File: src/hdl/tcpp_pkg.sv
// Package for the TLV control packet parser.
// Holds the channel word types, the parser state encodings and the register indexes.
// No dependencies.
package tcpp_pkg;

  localparam int unsigned ByteW = 8;
  localparam int unsigned SizeW = 31;
  localparam int unsigned CfgIdxW = 8;
  localparam logic [SizeW-1:0] SizeMax = {SizeW{1'b1}};

  localparam logic [CfgIdxW-1:0] CFG_SIZE_TYPE = 8'd0;
  localparam logic [CfgIdxW-1:0] CFG_NAME_TYPE = 8'd1;

  localparam logic [ByteW-1:0] SIZE_TYPE_RST = 8'd0;
  localparam logic [ByteW-1:0] NAME_TYPE_RST = 8'd1;

  localparam logic [ByteW-1:0] ASCII_ZERO = 8'h30;
  localparam logic [ByteW-1:0] ASCII_NINE = 8'h39;

  typedef enum logic [1:0] {
    PH_CTRL = 2'd0,
    PH_TYPE = 2'd1,
    PH_LEN  = 2'd2,
    PH_VAL  = 2'd3
  } phase_t;

  typedef enum logic [1:0] {
    KIND_NONE    = 2'd0,
    KIND_SIZE    = 2'd1,
    KIND_NAME    = 2'd2,
    KIND_UNKNOWN = 2'd3
  } kind_t;

  typedef struct packed {
    logic [ByteW-1:0] data_byte;
    logic             end_of_packet;
  } in_word_t;

  typedef struct packed {
    logic             name_valid;
    logic [ByteW-1:0] name_char;
    logic             packet_done;
    logic [SizeW-1:0] file_size;
    logic             parse_error;
  } out_word_t;

endpackage

File: src/hdl/tlv_control_packet_parser.sv
// Top level of the TLV control packet parser.
// Depends on tcpp_pkg.
//
// Takes one packet byte per cycle while in_stall is low and returns exactly one result word
// per accepted byte. The first byte of a packet is a control byte and is skipped; after it
// come type, length and value bytes. Size values are parsed as decimal ASCII and saturate
// at 2^31-1; name value bytes come out one per result word. The last byte of a packet reports
// the size (0 on error) and the error flag. A two-entry output buffer keeps input flowing
// while one result waits; in_stall rises only when both output entries are full. The user
// must write the two type codes through the cfg port (index 0 size, index 1 name) while the
// block is idle; the block itself does not enforce this.
module tlv_control_packet_parser (
  input  logic                          clk,
  input  logic                          rst_n,
  input  logic                          in_valid,
  output logic                          in_stall,
  input  tcpp_pkg::in_word_t            in_data,
  output logic                          out_valid,
  input  logic                          out_stall,
  output tcpp_pkg::out_word_t           out_data,
  input  logic                          cfg_valid,
  output logic                          cfg_ready,
  input  logic [tcpp_pkg::CfgIdxW-1:0]  cfg_index,
  input  logic [tcpp_pkg::ByteW-1:0]    cfg_data
);
  import tcpp_pkg::*;

  logic [ByteW-1:0] size_type_r, name_type_r;
  phase_t           phase_r, phase_nxt;
  kind_t            kind_r, kind_nxt;
  logic [ByteW-1:0] left_r, left_nxt;
  logic [SizeW-1:0] acc_r, acc_nxt;
  logic             stopped_r, stopped_nxt;
  logic             err_r, err_nxt;

  out_word_t        main_r, skid_r, res;
  logic             main_vld_r, skid_vld_r;
  logic             in_fire;

  logic [SizeW+3:0] acc_x10;
  logic             is_digit, trunc, bad;
  logic [ByteW-1:0] b;

  assign cfg_ready = 1'b1;
  assign in_stall  = skid_vld_r;
  assign in_fire   = in_valid && !in_stall;
  assign out_valid = main_vld_r;
  assign out_data  = main_r;
  assign b         = in_data.data_byte;

  assign is_digit = (b >= ASCII_ZERO) && (b <= ASCII_NINE);
  assign acc_x10  = {3'b000, acc_r, 1'b0} + {1'b0, acc_r, 3'b000}
                  + {{(SizeW+4-ByteW){1'b0}}, b - ASCII_ZERO};

  always_comb begin
    phase_nxt   = phase_r;
    kind_nxt    = kind_r;
    left_nxt    = left_r;
    acc_nxt     = acc_r;
    stopped_nxt = stopped_r;
    err_nxt     = err_r;
    res         = '0;
    trunc       = 1'b0;
    if (!err_r) begin
      case (phase_r)
        PH_CTRL: phase_nxt = PH_TYPE;
        PH_TYPE: begin
          if (b == size_type_r) begin
            kind_nxt    = KIND_SIZE;
            acc_nxt     = '0;
            stopped_nxt = 1'b0;
            phase_nxt   = PH_LEN;
          end else if (b == name_type_r) begin
            kind_nxt  = KIND_NAME;
            phase_nxt = PH_LEN;
          end else begin
            kind_nxt = KIND_UNKNOWN;
            err_nxt  = 1'b1;
          end
        end
        PH_LEN: begin
          left_nxt  = b;
          phase_nxt = (b == '0) ? PH_TYPE : PH_VAL;
        end
        default: begin
          if (kind_r == KIND_SIZE) begin
            if (!stopped_r) begin
              if (!is_digit) begin
                stopped_nxt = 1'b1;
              end else if (acc_x10 > {4'b0000, SizeMax}) begin
                acc_nxt = SizeMax;
              end else begin
                acc_nxt = acc_x10[SizeW-1:0];
              end
            end
          end else if (kind_r == KIND_NAME) begin
            res.name_valid = 1'b1;
            res.name_char  = b;
          end
          left_nxt = left_r - 1'b1;
          if (left_nxt == '0) phase_nxt = PH_TYPE;
        end
      endcase
      trunc = in_data.end_of_packet && (phase_nxt == PH_LEN || phase_nxt == PH_VAL);
    end
    bad = trunc || err_nxt;
    if (in_data.end_of_packet) begin
      res.packet_done = 1'b1;
      res.parse_error = bad;
      res.file_size   = bad ? '0 : acc_nxt;
      phase_nxt       = PH_CTRL;
      kind_nxt        = KIND_NONE;
      left_nxt        = '0;
      acc_nxt         = '0;
      stopped_nxt     = 1'b0;
      err_nxt         = 1'b0;
    end
  end

  always_ff @(posedge clk) begin
    if (!rst_n) begin
      size_type_r <= SIZE_TYPE_RST;
      name_type_r <= NAME_TYPE_RST;
    end else if (cfg_valid && cfg_ready) begin
      case (cfg_index)
        CFG_SIZE_TYPE: size_type_r <= cfg_data;
        CFG_NAME_TYPE: name_type_r <= cfg_data;
        default: ;
      endcase
    end
  end

  always_ff @(posedge clk) begin
    if (!rst_n) begin
      phase_r   <= PH_CTRL;
      kind_r    <= KIND_NONE;
      left_r    <= '0;
      acc_r     <= '0;
      stopped_r <= 1'b0;
      err_r     <= 1'b0;
    end else if (in_fire) begin
      phase_r   <= phase_nxt;
      kind_r    <= kind_nxt;
      left_r    <= left_nxt;
      acc_r     <= acc_nxt;
      stopped_r <= stopped_nxt;
      err_r     <= err_nxt;
    end
  end

  // two-entry output buffer: main drives the port, skid catches a word during a stall
  always_ff @(posedge clk) begin
    if (!rst_n) begin
      main_vld_r <= 1'b0;
      skid_vld_r <= 1'b0;
    end else if (!main_vld_r || !out_stall) begin
      if (skid_vld_r) begin
        main_vld_r <= 1'b1;
        skid_vld_r <= 1'b0;
      end else begin
        main_vld_r <= in_fire;
      end
    end else if (in_fire) begin
      skid_vld_r <= 1'b1;
    end
  end

  always_ff @(posedge clk) begin
    if (!main_vld_r || !out_stall) begin
      main_r <= skid_vld_r ? skid_r : res;
    end else if (in_fire) begin
      skid_r <= res;
    end
  end

endmodule

File: config.mk
export PLATFORM = sky130hd
export DESIGN_NAME = tlv_control_packet_parser
export DESIGN_NICKNAME = d
export VERILOG_FILES = /design/src/hdl/tcpp_pkg.sv /design/src/hdl/tlv_control_packet_parser.sv
export SDC_FILE = /design/constraint.sdc
export NUM_CORES = 1
export LEC_CHECK = 0
export ABC_CLOCK_PERIOD_IN_PS = 5840
export BUFFER_PORTS_ARGS = -buffer_cell sky130_fd_sc_hd__buf_4
export CAP_MARGIN = 5
export CORE_MARGIN = 5
export CORE_UTILIZATION = 61
export DETAILED_ROUTE_END_ITERATION = 12
export PLACE_DENSITY = 0.78
export SKIP_LAST_GASP = 1
export SLEW_MARGIN = 25
export SYNTH_ARGS = -nofsm -noshare
export SYNTH_HDL_FRONTEND = slang
export SYNTH_SLANG_ARGS = --single-unit
File: constraint.sdc
create_clock -name clk -period 5.84 [get_ports clk]
set_input_delay 0.584 -clock clk [delete_from_list [all_inputs] [get_ports clk]]
set_output_delay 0.584 -clock clk [all_outputs]
set_load 0.01 [all_outputs]
Word-level counts from Yosys, hierarchy flattened
Cells that the tools add are included.
Word-level totals
  bits in registers: 147
  output and inout bits: 45
Operators by class
  add/sub/neg operators: 4
  order comparisons: 3
  equality and inequality tests: 13
  multiplexer cells: 45
  bitwise operators: 2
  reductions and logical operators: 26
Operator list (number)
  2-to-1 mux 31 bit: 8
  case mux 31 bit (2 select lines): 1
  2-to-1 mux 42 bit: 1
  2-to-1 mux 9 bit: 4
  adder 32 x 34 -> 35 bit: 1
  adder 35 x 8 -> 35 bit: 1
  > comparator 35 x 31 -> 1 bit (second input constant): 1
  2-to-1 mux 33 bit: 1
  logical NOT 8 bit: 3
  2-to-1 mux 2 bit: 11
  equality test 8 bit: 2
  2-to-1 mux 8 bit: 2
  case mux 8 bit (2 select lines): 1
  2-to-1 mux 1 bit: 14
  equality test 2 bit (second input constant): 4
  equality test 8 x 1 -> 1 bit (second input constant): 1
  >= comparator 8 x 6 -> 1 bit (second input constant): 1
  <= comparator 8 x 6 -> 1 bit (second input constant): 1
  AND reduction 2 bit: 4
  subtractor 8 x 1 -> 8 bit (second input constant): 1
  subtractor 8 x 6 -> 8 bit (second input constant): 1
  case mux 2 bit (3 select lines): 1
  AND reduction 3 bit: 2
  OR reduction 2 bit: 3
  14 further kinds: 23

Logic depth before layout (Yosys ltp)
Gate-level depths: netlist of the first run.
  depth in word-level cells: 13
  mapped depth: 17

Least setup slack after synthesis of the first run
No wires, ideal clock.
  path kind: input port to flip-flop
  start point: input port in_data[7] (netlist bit)
  end point: register main_r (netlist bit out_data[27]) (data pin)
  library setup time: 0.259 ns
  data arrival time: 4.006 ns
  required time: 5.581 ns
  path slack: 1.576 ns
  cell stages on the path: 14
  path buffers: 1
  cells stage by stage: clkbuf_1 > a21oi_1 > xor2_1 > fa_1 > ha_1 > and3_1 > a221o_1 > a31oi_2 > o211ai_2 > o311a_1 > nand2_4 > nand3_4 > o311a_1 > o31a_1
On the way
  cells in the longest elaborated chain, start to end: 13
  elaborated cells between the ends (all ways): 34
  classes of those cells: 2 x add/sub; 3 x order compare; 4 x eq/ne; 20 x mux; 5 x reduce/logical
Ends and longest elaborated chain
  start, declared: line tlv_control_packet_parser.sv:17  | input tcpp_pkg::in_word_t in_data,
  parallel branches: the longest is 10 deep, another holds adder 35 x 8 -> 35 bit
  2-to-1 mux 31 bit (*): line tlv_control_packet_parser.sv:110  | res.file_size = bad ? '0 : acc_nxt;
  2-to-1 mux 33 bit (*): line tlv_control_packet_parser.sv:107  | if (in_data.end_of_packet) begin
  2-to-1 mux 42 bit (*): line tlv_control_packet_parser.sv:170  | main_r <= skid_vld_r ? skid_r : res;
  end signal, assigned: line tlv_control_packet_parser.sv:170
  end, declared: line tlv_control_packet_parser.sv:36  | out_word_t main_r, skid_r, res;
Every way passes the cells marked *. The select of a mux whose other input is x is not followed.
A chain may end at the register's enable or synchronous reset.

Worst setup path after layout of the first run
  start point: input port in_data[5] (netlist bit)
  end point: register main_r (netlist bit out_data[1]) (data pin)
Same word-level chain as after synthesis.

==> summary.json, run 1 <==
{
  "outcome": {
    "result_of_the_run": "complete, no violations"
  },
  "critical_path": {
    "worst-endpoint-required_ns": 5.99,
    "timing.reg2reg.worst_path_depth": 14,
    "slowest_delay_ns": 0.44,
    "crit_path_category": "primary input to flop",
    "cp.buffers_inverters": 2,
    "path_cells": "buf_4 -> ha_1 -> xnor2_1 -> fa_1 -> ha_1 -> a21o_1 -> a221o_1 -> a31oi_2 -> o211ai_2 -> a31oi_1 -> o2bb2ai_2 -> nand3_4 -> buf_4 -> o31ai_1 -> o211ai_1",
    "critical_path.reg2reg.startpoint": "acc_r[0]$_SDFFE_PN0P_",
    "worst_setup_path_end_kind": "flop",
    "startpoint_type": "primary input",
    "launching_instance_or_port_of_the_critical_path": "in_data[5]",
    "worst_ep_arrival_time_ns": 5.08,
    "slowest_stage": "sky130_fd_sc_hd__fa_1",
    "critical_path_cell_count": 15,
    "critical_path_peak_fanout": 33,
    "family_with_the_most_delay_on_the_worst_path": "compound AO/OA/AOI/OAI gates"
  },
  "floorplanning": {
    "die_width_um": 134,
    "core_mm2": 0.0151,
    "io_pins": 75,
    "fp.dieH_um": 134,
    "initial_utilization_pct": 62.2,
    "fp.dieArea_mm2": 0.0180,
    "rows": 45
  },
  "detailed_routing": {
    "via_per_inst": 6.57,
    "vias": 8294,
    "drt_iter0_drc": 986,
    "wl_per_cell_um": 20.0,
    "routed_wl_um": 25300,
    "detail_route.drc_violations": 0,
    "detail_route.first_pass.iterations": 7,
    "final_antenna_net_count": 0
  },
  "placement": {
    "placement.io_buffers": 73,
    "routabilityCongestion": 0.978,
    "place.detailed.hpwl_um": 18300
  },
  "logic_synthesis": {
    "synth-edff-count": 84,
    "yosys_warnings": 0,
    "synth_cell_type_count": 73,
    "average_cell_area_after_synthesis_um2": 9.28,
    "post-synth-top-count-cell": "sky130_fd_sc_hd__nand2_1",
    "synth.net_count": 1112,
    "yosys.area.top_type_share_pct": 26.8,
    "post_synth_instance_area_mm2": 0.00942,
    "synth-seq-cells": 147,
    "synth_async_sr_flop_share_pct": 0,
    "synthDominantAreaCellType": "sky130_fd_sc_hd__edfxtp_1",
    "synth_seq_area_share_pct": 40.2,
    "synth.top_cells.by_count": "sky130_fd_sc_hd__nand2_1 (125), sky130_fd_sc_hd__edfxtp_1 (84), sky130_fd_sc_hd__a21oi_1 (78), sky130_fd_sc_hd__o21ai_0 (78), sky130_fd_sc_hd__dfxtp_1 (63)",
    "syn-instance-count": 1015,
    "synthTopCellsByArea": "sky130_fd_sc_hd__edfxtp_1 (27%), sky130_fd_sc_hd__dfxtp_1 (13%), sky130_fd_sc_hd__ha_1 (8.1%)",
    "ys_dominant_reg_cell": "sky130_fd_sc_hd__edfxtp_1"
  },
  "timing": {
    "fin_hold_ws_ns": 0.401,
    "timing.final.setup_violations": 0,
    "period_needed_ns": 4.94,
    "final.period_utilization_pct": 84.5,
    "setup_total_neg_slack_ns": 0,
    "hold_violations": 0,
    "worst_slew_pin_slew_ns": 0.965,
    "achievable-frequency_ghz": 0.203,
    "rsz0062_at_grt": "false",
    "worst_clock_skew_ns": 0.00777,
    "relSlewSlack_pct": 35.5,
    "final-max-slew-violation-count": 0
  },
  "layout": {
    "fin_util_pct": 70.1,
    "post_route_cells_drive_above_1_share_pct": 13.7,
    "antenna_cell_count": 0,
    "finish.net_count": 1159,
    "areaGrowthSynthToFinish_pct": 12.7,
    "fill_cells": 1221
  },
  "pwr": {
    "power.leakage_nw": 4.43,
    "power.density_mw_per_mm2": 220,
    "ir_drop_mv": 0.197
  },
  "clocking": {
    "cts-htree-levels": 4,
    "postCtsResizedCells": 0,
    "cts_buffers": 17,
    "cts_buffer_depth": 2,
    "clock_latency_ns": 0.43,
    "cts_tree": "built",
    "clkSinkCount": 147,
    "cts.clk_slew.worst_paths_ns": 0.07,
    "buffer_count_from_post_cts_setup_fixing": 0,
    "cts_root_buffer": "sky130_fd_sc_hd__clkbuf_16",
    "hold_buffers": 0
  },
  "min_path": {
    "worst_hold_path_stage_count": 3,
    "min_delay_path_class": "primary input to flop",
    "worst_hold_startpoint": "cfg_data[0]"
  },
  "grt": {
    "antenna_violations_before_repair": 0,
    "grt_first_pass_wirelength_um": 39900,
    "first_global_vias": 7511,
    "gr-total-overflow": 0,
    "grt_usage_pct": 27.6,
    "grt_max_degree": 46
  },
  "run": {
    "number_of_maximum_capacitance_constraint_violations": 0
  }
}
-- state kept, by name, summed over array words and instances, names as in the netlist, 2 cells and up --
signal       cells
name_type_r      8
size_type_r      8
out_data        42
left_r           8
acc_r           31
skid_r          42
kind_r           2
phase_r          2
-- tightest hold or removal path, delay by kind of cell --
| kind | cells | cell delay (ns) |
|---|---|---|
| and+or+nand+nor | 1 | 0.07 |
| buffers and inverters | 1 | 0.09 |
| muxes | 1 | 0.06 |
-- layout by cell type, fill, tap and decap left out, types with 7 or more instances in the layout --
cell                          n
sky130_fd_sc_hd__nor3_1      24
sky130_fd_sc_hd__a21oi_1     78
sky130_fd_sc_hd__mux2_2      14
sky130_fd_sc_hd__a21o_1      18
sky130_fd_sc_hd__nand2_1    124
sky130_fd_sc_hd__nor2_1      49
sky130_fd_sc_hd__nand3_1     23
sky130_fd_sc_hd__xnor2_1     15
sky130_fd_sc_hd__nor2b_1     29
sky130_fd_sc_hd__nor4_1      13
sky130_fd_sc_hd__a31oi_1     17
sky130_fd_sc_hd__o22ai_1      7
sky130_fd_sc_hd__nand4_1     12
sky130_fd_sc_hd__o211ai_1    25
sky130_fd_sc_hd__edfxtp_1    84
sky130_fd_sc_hd__inv_1       18
sky130_fd_sc_hd__and2_1      24
sky130_fd_sc_hd__xor2_1      32
sky130_fd_sc_hd__buf_4       83
sky130_fd_sc_hd__o21ai_0     78
sky130_fd_sc_hd__o31ai_1     18
sky130_fd_sc_hd__clkbuf_16   17
sky130_fd_sc_hd__o311ai_1     8
sky130_fd_sc_hd__mux2i_1     18
sky130_fd_sc_hd__a21boi_0     7
sky130_fd_sc_hd__dfxtp_1     63
sky130_fd_sc_hd__ha_1        61
-- stage by stage --
stage | instances | area, µm² | setup slack, ns | total power, mW
6_report | 1263 | 10600 | 0.905 | 2.34
5_1_grt | 1263 | 10600 | 0.654 | 2.41
4_1_cts | 1263 | 10600 | 0.978 | 2.34
3_5_place_dp | 1231 | 10000 | 0.581 | 1.31
3_3_place_gp | 1231 | 10000 | 0.721 | 1.31
2_1_floorplan | 1015 | 9420 | 1.58 | 1.23
-- path summary, 6_finish.rpt --
kind / slack (ns) / to
min reg2reg: 0.53 / out_data[16]$_DFFE_PN_
max reg2reg: 0.97 / out_data[1]$_DFFE_PN_
max: 0.90 / out_data[1]$_DFFE_PN_
min: 0.40 / name_type_r[0]$_SDFFE_PN1P_
-- layout make-up --
class	count	area (µm²)	area share, %
multi-input cells	795	5330	50.2
flip-flops and latches	147	3780	35.6
repair buffers	83	623	5.87
clock buffers	17	425	4.01
well taps	188	235	2.22
clock inverters	15	146	1.38
inverters	18	67.6	0.637
-- cells by family after synthesis --
kind of cell	after synthesis	share of synthesized area [%]
other	1	0.0398
flip-flops	147	40.2
buffers and inverters	73	3.28
multiplexers	32	3.59
adder cells (fa/ha/maj)	67	9.38
AO/OA/AOI/OAI	315	21.7
XOR/XNOR	47	4.37
AND/OR/NAND/NOR	333	17.4
-- layer usage --
| layer | share of wire (%) | track usage [%] |
|---|---|---|
| met4 | 2.4 | 8.99 |
| met3 | 10 | 5.59 |
| met1 | 44 | 40.9 |
| met2 | 43 | 40.3 |
| met5 | 0 | 0 |
-- power by group --
part	switching, mW	internal, mW
sequential	0.00998	1.12
combinational	0.101	0.0617
clock	0.485	0.563
(Power assumes the default switching activity.)
==> inputs of run 2 (changes only) <==
- ABC_CLOCK_PERIOD_IN_PS: 5840 -> 4770
- clock period: 5.84 -> 4.77 ns (I/O delays scaled with it)
==> summary.json, run 2 (same netlist as run 1, synthesis figures left out) <==
{
  "outcome": {
    "result_of_the_run": "complete, no violations"
  },
  "layout": {
    "finish.net_count": {"value": 1167, "change": "+0.69%"},
    "post_route_cells_drive_above_1_share": {"value": 14.4, "unit": "%", "change": "+0.73 points"},
    "antenna_cell_count": {"value": 0, "change": "unchanged"},
    "areaGrowthSynthToFinish_pct": 13.8,
    "count_of_placed_standard_cells_in_the_final_layout_fillers_left_out": {"value": 1271, "change": "+0.63%"},
    "most-common-layout-cells": "sky130_fd_sc_hd__nand2_1 (124), sky130_fd_sc_hd__buf_4 (90), sky130_fd_sc_hd__edfxtp_1 (84), sky130_fd_sc_hd__a21oi_1 (78), sky130_fd_sc_hd__o21ai_0 (78)",
    "final_common_cell": "sky130_fd_sc_hd__nand2_1",
    "fill_cells": {"value": 1151, "change": "-5.7%"},
    "fin_util": {"value": 70.7, "unit": "%", "change": "+0.64 points"}
  },
  "grt": {
    "first_global_vias": {"value": 7306, "change": "-2.7%"},
    "grt_max_degree": {"value": 46, "change": "unchanged"},
    "gr-total-overflow": {"value": 0, "change": "unchanged"},
    "grt_first_pass_wirelength": {"value": 39400, "unit": "µm", "change": "-1.2%"},
    "antenna_violations_before_repair": {"value": 0, "change": "unchanged"},
    "grt_usage": {"value": 27.3, "unit": "%", "change": "-0.26 points"}
  },
  "timing": {
    "final-max-slew-violation-count": {"value": 0, "change": "unchanged"},
    "timing.final.setup_violations": {"value": 0, "change": "unchanged"},
    "relSlewSlack": {"value": 40.0, "unit": "%", "change": "+4.4 points"},
    "worst_slew_pin_slew": {"value": 0.897, "unit": "ns", "change": "-0.0678 ns"},
    "hold_violations": {"value": 0, "change": "unchanged"},
    "final.period_utilization_pct": 92.6,
    "fin_hold_ws": {"value": 0.298, "unit": "ns", "change": "-0.103 ns"},
    "worst_clock_skew": {"value": 0.0116, "unit": "ns", "change": "+0.00385 ns"},
    "period_needed_ns": 4.42,
    "rsz0062_at_grt": "false",
    "achievable-frequency_ghz": 0.226,
    "setup_total_neg_slack": {"value": 0, "unit": "ns", "change": "unchanged"}
  },
  "clocking": {
    "cts.clk_slew.worst_paths": {"value": 0.06, "unit": "ns", "change": "about the same"},
    "postCtsResizedCells": {"value": 0, "change": "unchanged"},
    "clock_latency": {"value": 0.43, "unit": "ns", "change": "about the same"},
    "cts_buffer_depth": {"value": 2, "change": "unchanged"},
    "buffer_count_from_post_cts_setup_fixing": {"value": 0, "change": "unchanged"},
    "cts_root_buffer": "sky130_fd_sc_hd__clkbuf_16",
    "cts_tree": "built",
    "cts_buffers": {"value": 17, "change": "unchanged"},
    "cts-htree-levels": {"value": 4, "change": "unchanged"},
    "hold_buffers": {"value": 0, "change": "unchanged"},
    "clkSinkCount": {"value": 147, "change": "unchanged"}
  },
  "floorplanning": {
    "fp.dieH": {"value": 134, "unit": "µm", "change": "unchanged"},
    "core": {"value": 0.0151, "unit": "mm²", "change": "unchanged"},
    "die_width": {"value": 134, "unit": "µm", "change": "unchanged"},
    "initial_utilization": {"value": 62.2, "unit": "%", "change": "unchanged"},
    "io_pins": {"value": 75, "change": "unchanged"},
    "rows": {"value": 45, "change": "unchanged"},
    "fp.dieArea": {"value": 0.0180, "unit": "mm²", "change": "unchanged"}
  },
  "critical_path": {
    "path_cells": "buf_4 -> ha_1 -> xnor2_1 -> fa_1 -> ha_1 -> a21o_1 -> a221o_1 -> a31oi_2 -> o211ai_2 -> o311a_1 -> nand2_4 -> nand3_4 -> buf_12 -> o31ai_1 -> o211ai_1",
    "critical_path_peak_fanout": {"value": 32, "change": "-3.0%"},
    "crit_path_category": "primary input to flop",
    "slowest_stage": "sky130_fd_sc_hd__fa_1",
    "family_with_the_most_delay_on_the_worst_path": "compound AO/OA/AOI/OAI gates",
    "most_common_cell_type_on_the_critical_path": "sky130_fd_sc_hd__ha_1",
    "startpoint_type": "primary input",
    "worst_ep_arrival_time": {"value": 4.56, "unit": "ns", "change": "-0.52 ns"},
    "worst-endpoint-required": {"value": 4.92, "unit": "ns", "change": "-1.07 ns"},
    "cp.buffers_inverters": {"value": 2, "change": "unchanged"},
    "worst-r2r-setup-slack": {"value": 0.35, "unit": "ns", "change": "-0.62 ns"},
    "worst_setup_path_end_kind": "flop",
    "slowest_delay": {"value": 0.47, "unit": "ns", "change": "+0.03 ns"}
  },
  "pwr": {
    "combinationalPowerShare": {"value": 7.0, "unit": "%", "change": "about the same"},
    "power.net_switching": {"value": 733, "unit": "µW", "change": "+23%"},
    "power.leakage": {"value": 4.48, "unit": "nW", "change": "+1.1%"},
    "ir_drop": {"value": 0.241, "unit": "mV", "change": "+22%"},
    "power_report.internal_total": {"value": 2.18, "unit": "mW", "change": "+25%"},
    "power.density": {"value": 272, "unit": "mW/mm²", "change": "+24%"},
    "switching_share": {"value": 25.1, "unit": "%", "change": "-0.39 points"},
    "finalPower": {"value": 2.92, "unit": "mW", "change": "+25%"},
    "share_clk_of_total_power": {"value": 45.8, "unit": "%", "change": "+0.9 points"},
    "sequentialPowerShare": {"value": 47.2, "unit": "%", "change": "-1.0 points"}
  },
  "min_path": {
    "min_delay_path_class": "primary input to flop"
  },
  "detailed_routing": {
    "vias": {"value": 8282, "change": "-0.14%"},
    "routed_wl": {"value": 25300, "unit": "µm", "change": "about the same"},
    "wl_per_cell": {"value": 19.9, "unit": "µm", "change": "-0.57%"},
    "drt_iter0_drc": {"value": 937, "change": "-5.0%"},
    "via_per_inst": {"value": 6.52, "change": "-0.77%"},
    "detail_route.drc_violations": {"value": 0, "change": "unchanged"},
    "detail_route.first_pass.iterations": {"value": 6, "change": "-1"},
    "final_antenna_net_count": {"value": 0, "change": "unchanged"}
  },
  "placement": {
    "routabilityCongestion": {"value": 0.909, "change": "-7.0%"},
    "place.detailed.hpwl": {"value": 18200, "unit": "µm", "change": "-0.30%"},
    "numPlacedInstances": {"value": 1239, "change": "+0.65%"},
    "placement.io_buffers": {"value": 73, "change": "unchanged"}
  },
  "run": {
    "number_of_maximum_capacitance_constraint_violations": {"value": 0, "change": "unchanged"}
  }
}
-- run 2: cell count changes in the layout (fill, tap and decap cells not counted) --
cell / change
sky130_fd_sc_hd__inv_8: +1
sky130_fd_sc_hd__inv_6: -1
sky130_fd_sc_hd__clkinv_8: -1
sky130_fd_sc_hd__buf_4: +7
sky130_fd_sc_hd__nor3b_1: -1
sky130_fd_sc_hd__clkinv_2: -1
sky130_fd_sc_hd__nor3b_2: +1
sky130_fd_sc_hd__clkinvlp_4: +1
sky130_fd_sc_hd__bufinv_16: +1
sky130_fd_sc_hd__buf_12: +1
-- run 2: power by group through the flow --
stage          Clock [mW]  Combinational (mW)  Sequential (mW)
6_report             1.34               0.203             1.38
5_1_grt              1.40               0.218             1.38
4_1_cts              1.33               0.201             1.38
3_5_place_dp            0               0.201             1.41
3_3_place_gp            0               0.198             1.41
2_1_floorplan           0              0.0954             1.41
-- run 2: area by class of cell --
| cell class | count | area (µm²) | share of cell area (%) |
|---|---|---|---|
| clock inverters | 15 | 165 | 1.54 |
| clock buffers | 17 | 425 | 3.97 |
| inverters | 18 | 67.6 | 0.631 |
| flip-flops and latches | 147 | 3780 | 35.3 |
| repair buffers | 91 | 696 | 6.50 |
| multi-input cells | 795 | 5340 | 49.8 |
| well taps | 188 | 235 | 2.20 |
-- run 2: layer usage --
metal  global-route usage [%]  share of wire [%]
met1                     41.4                 45
met2                     39.5                 43
met3                     5.21                9.4
met4                     8.26                2.2
met5                        0                  0
-- run 2: final timing paths --
| check | to | from | depth (start not counted) |
|---|---|---|---|
| hold / removal | name_type_r[0]$_SDFFE_PN1P_ | cfg_data[0] | 3 |
| setup reg to reg | out_data[1]$_DFFE_PN_ | acc_r[2]$_SDFFE_PN0P_ | 14 |
| hold reg to reg | stopped_r$_SDFFE_PN0P_ | stopped_r$_SDFFE_PN0P_ | 2 |
| setup / recovery | out_data[1]$_DFFE_PN_ | in_data[6] | 15 |
-- run 2: worst min-delay path: cells and delay by family --
kind                   cells  cell delay (ns)
buffers and inverters      1             0.09
multiplexers               1             0.06
AND/OR/NAND/NOR            1             0.06
-- run 2: stage by stage --
stage                     area (µm²)  setup WS (ns)
after global placement         10100          0.151
after CTS                      10700          0.413
after floorplan                 9420          0.613
final                          10700          0.355
after detailed placement       10100         0.0804
after global routing           10700         0.0298
==> inputs of run 3 (changes only) <==
- CORE_ASPECT_RATIO: default -> 1.5
- SKIP_LAST_GASP: 1 -> default
==> summary.json, run 3 (same netlist as run 1, synthesis figures left out) <==
{
  "placement": {
    "placement.io_buffers": {"value": 73, "change": "unchanged"},
    "routabilityCongestion": {"value": 0.989, "change": "+8.8%"},
    "numPlacedInstances": {"value": 1259, "change": "+1.6%"},
    "place.detailed.hpwl": {"value": 20600, "unit": "µm", "change": "+13%"},
    "detailed_place.area": {"value": 0.0102, "unit": "mm²", "change": "+0.68%"}
  },
  "timing": {
    "worst_clock_skew": {"value": 0.00956, "unit": "ns", "change": "-0.00206 ns"},
    "fin_hold_ws": {"value": 0.309, "unit": "ns", "change": "+0.0106 ns"},
    "hold_violations": {"value": 0, "change": "unchanged"},
    "final-max-slew-violation-count": {"value": 0, "change": "unchanged"},
    "achievable-frequency": {"value": 0.223, "unit": "GHz", "change": "-1.4%"},
    "rsz0062_at_grt": "false",
    "relSlewSlack": {"value": 36.8, "unit": "%", "change": "-3.2 points"},
    "period_needed": {"value": 4.48, "unit": "ns", "change": "+0.0648 ns"},
    "setup_total_neg_slack": {"value": 0, "unit": "ns", "change": "unchanged"},
    "final.period_utilization": {"value": 93.9, "unit": "%", "change": "+1.4 points"},
    "worst_slew_pin_slew": {"value": 0.944, "unit": "ns", "change": "+0.0474 ns"},
    "timing.final.setup_violations": {"value": 0, "change": "unchanged"}
  },
  "layout": {
    "final_common_cell": "sky130_fd_sc_hd__nand2_1",
    "finish.net_count": {"value": 1176, "change": "+0.77%"},
    "areaGrowthSynthToFinish_pct": 14.9,
    "design_area": {"value": 0.0108, "unit": "mm²", "change": "+1.0%"},
    "most-common-layout-cells": "sky130_fd_sc_hd__nand2_1 (124), sky130_fd_sc_hd__buf_4 (100), sky130_fd_sc_hd__edfxtp_1 (84), sky130_fd_sc_hd__a21oi_1 (78), sky130_fd_sc_hd__o21ai_0 (78)",
    "antenna_cell_count": {"value": 0, "change": "unchanged"},
    "count_of_placed_standard_cells_in_the_final_layout_fillers_left_out": {"value": 1291, "change": "+1.6%"},
    "post_route_cells_drive_above_1_share": {"value": 15.1, "unit": "%", "change": "+0.71 points"}
  },
  "clocking": {
    "hold_buffers": {"value": 0, "change": "unchanged"},
    "clock_latency": {"value": 0.43, "unit": "ns", "change": "about the same"},
    "cts.clk_slew.worst_paths": {"value": 0.07, "unit": "ns", "change": "about the same"},
    "cts-htree-levels": {"value": 4, "change": "unchanged"},
    "cts_buffer_depth": {"value": 2, "change": "unchanged"},
    "buffer_count_from_post_cts_setup_fixing": {"value": 0, "change": "unchanged"},
    "postCtsResizedCells": {"value": 0, "change": "unchanged"},
    "cts_root_buffer": "sky130_fd_sc_hd__clkbuf_16",
    "cts_buffers": {"value": 17, "change": "unchanged"},
    "cts_tree": "built",
    "clkSinkCount": {"value": 147, "change": "unchanged"}
  },
  "floorplanning": {
    "rows": {"value": 55, "change": "+22%"},
    "initial_utilization": {"value": 62.2, "unit": "%", "change": "about the same"},
    "fp.dieH": {"value": 162, "unit": "µm", "change": "+21%"},
    "io_pins": {"value": 75, "change": "unchanged"},
    "core": {"value": 0.0151, "unit": "mm²", "change": "about the same"},
    "fp.dieArea": {"value": 0.0181, "unit": "mm²", "change": "+0.29%"},
    "die_width": {"value": 111, "unit": "µm", "change": "-17%"}
  },
  "critical_path": {
    "cp.buffers_inverters": {"value": 4, "change": "+2"},
    "family_with_the_most_delay_on_the_worst_path": "compound AO/OA/AOI/OAI gates",
    "critical_path_cell_count": {"value": 15, "change": "unchanged"},
    "worst-endpoint-required": {"value": 4.92, "unit": "ns", "change": "about the same"},
    "slowest_stage": "sky130_fd_sc_hd__fa_1",
    "startpoint_type": "flop",
    "slowest_delay": {"value": 0.50, "unit": "ns", "change": "+0.03 ns"},
    "worst_setup_path_end_kind": "flop",
    "worst-r2r-setup-slack": {"value": 0.29, "unit": "ns", "change": "-0.06 ns"},
    "path_cells": "inv_1 -> fa_1 -> inv_1 -> fa_1 -> a21o_1 -> a221o_1 -> a31oi_2 -> o211ai_2 -> o311a_1 -> nand2_4 -> nand3_4 -> buf_4 -> a211oi_1 -> buf_4 -> o31ai_1",
    "critical_path_peak_fanout": {"value": 24, "change": "-25%"},
    "timing.reg2reg.worst_path_depth": {"value": 15, "change": "+1"},
    "crit_path_category": "flop to flop",
    "worst_ep_arrival_time": {"value": 4.63, "unit": "ns", "change": "+0.07 ns"}
  },
  "detailed_routing": {
    "routed_wl": {"value": 28500, "unit": "µm", "change": "+13%"},
    "drt_iter0_drc": {"value": 724, "change": "-23%"},
    "detail_route.drc_violations": {"value": 0, "change": "unchanged"},
    "via_per_inst": {"value": 6.58, "change": "+1.0%"},
    "final_antenna_net_count": {"value": 0, "change": "unchanged"},
    "vias": {"value": 8497, "change": "+2.6%"},
    "wl_per_cell": {"value": 22.1, "unit": "µm", "change": "+11%"},
    "detail_route.first_pass.iterations": {"value": 6, "change": "unchanged"}
  },
  "outcome": {
    "result_of_the_run": "complete, no violations"
  },
  "grt": {
    "grt_usage": {"value": 31.5, "unit": "%", "change": "+4.2 points"},
    "antenna_violations_before_repair": {"value": 0, "change": "unchanged"},
    "grt_max_degree": {"value": 46, "change": "unchanged"},
    "gr-total-overflow": {"value": 0, "change": "unchanged"},
    "grt_first_pass_wirelength": {"value": 44700, "unit": "µm", "change": "+13%"},
    "first_global_vias": {"value": 8380, "change": "+15%"}
  },
  "pwr": {
    "power.leakage": {"value": 4.54, "unit": "nW", "change": "+1.4%"},
    "ir_drop": {"value": 0.374, "unit": "mV", "change": "+55%"},
    "power.density": {"value": 279, "unit": "mW/mm²", "change": "+2.3%"}
  },
  "run": {
    "number_of_maximum_capacitance_constraint_violations": {"value": 0, "change": "unchanged"}
  },
  "min_path": {
    "worst_hold_path_stage_count": {"value": 3, "change": "unchanged"},
    "min_delay_path_class": "primary input to flop"
  }
}
run 3: cell types whose count changed in the layout (fill, tap and decap cells not counted):
cell                         previous run  this run
sky130_fd_sc_hd__bufinv_16              1         2
sky130_fd_sc_hd__inv_6                  4         6
sky130_fd_sc_hd__clkinvlp_4             2         1
sky130_fd_sc_hd__clkinv_4               4         0
sky130_fd_sc_hd__buf_12                 1         0
sky130_fd_sc_hd__buf_4                 90       100
sky130_fd_sc_hd__clkinv_8               1         4
sky130_fd_sc_hd__inv_8                  3         2
run 3: layer usage:
| metal | routed length [µm] | global-route usage, % | vias up | share of wire (%) |
|---|---|---|---|---|
| met3 | 1820 | 5.26 | 127 | 6.4 |
| li1 | - | - | 3944 | - |
| met5 | 0 | 0 | - | 0 |
| met4 | 2530 | 23.2 | 0 | 8.9 |
| met2 | 14400 | 55.9 | 432 | 51 |
| met1 | 9760 | 33.3 | 3994 | 34 |
run 3: path summary, 6_finish.rpt:
kind / from / end
hold reg to reg: stopped_r$_SDFFE_PN0P_ / stopped_r$_SDFFE_PN0P_
setup reg to reg: acc_r[0]$_SDFFE_PN0P_ / out_data[12]$_DFFE_PN_
setup / recovery: acc_r[0]$_SDFFE_PN0P_ / out_data[12]$_DFFE_PN_
hold / removal: cfg_data[0] / name_type_r[0]$_SDFFE_PN1P_
run 3: through the flow:
stage	util, %	power (mW)	worst slack, ns
floorplan	-	1.51	0.613
global placement	67.3	1.61	0.105
detailed placement	67.3	1.62	0.0415
CTS	71.4	3.02	0.323
global route	71.5	3.09	0.0683
finish	71.5	3.02	0.290
run 3: cell type report:
| class | count | area [µm²] |
|---|---|---|
| Timing Repair Buffer | 100 | 751 |
| Tap cell | 199 | 249 |
| Inverter | 18 | 67.6 |
| Clock inverter | 15 | 208 |
| Sequential cell | 147 | 3780 |
| Clock buffer | 17 | 425 |
| Multi-Input combinational cell | 795 | 5340 |
| Fill cell | 1198 | 4320 |
run 3: where the power goes:
group          switching (mW)  total [mW]  internal, mW
registers              0.0139        1.38          1.37
clock network           0.619        1.42         0.805
logic                   0.133       0.212        0.0787
total                   0.766        3.02          2.25
run 3: tightest hold or removal path: stages:
cell and delay [ns]:
sky130_fd_sc_hd__buf_4 0.09, sky130_fd_sc_hd__mux2i_1 0.07, sky130_fd_sc_hd__nand2_1 0.07
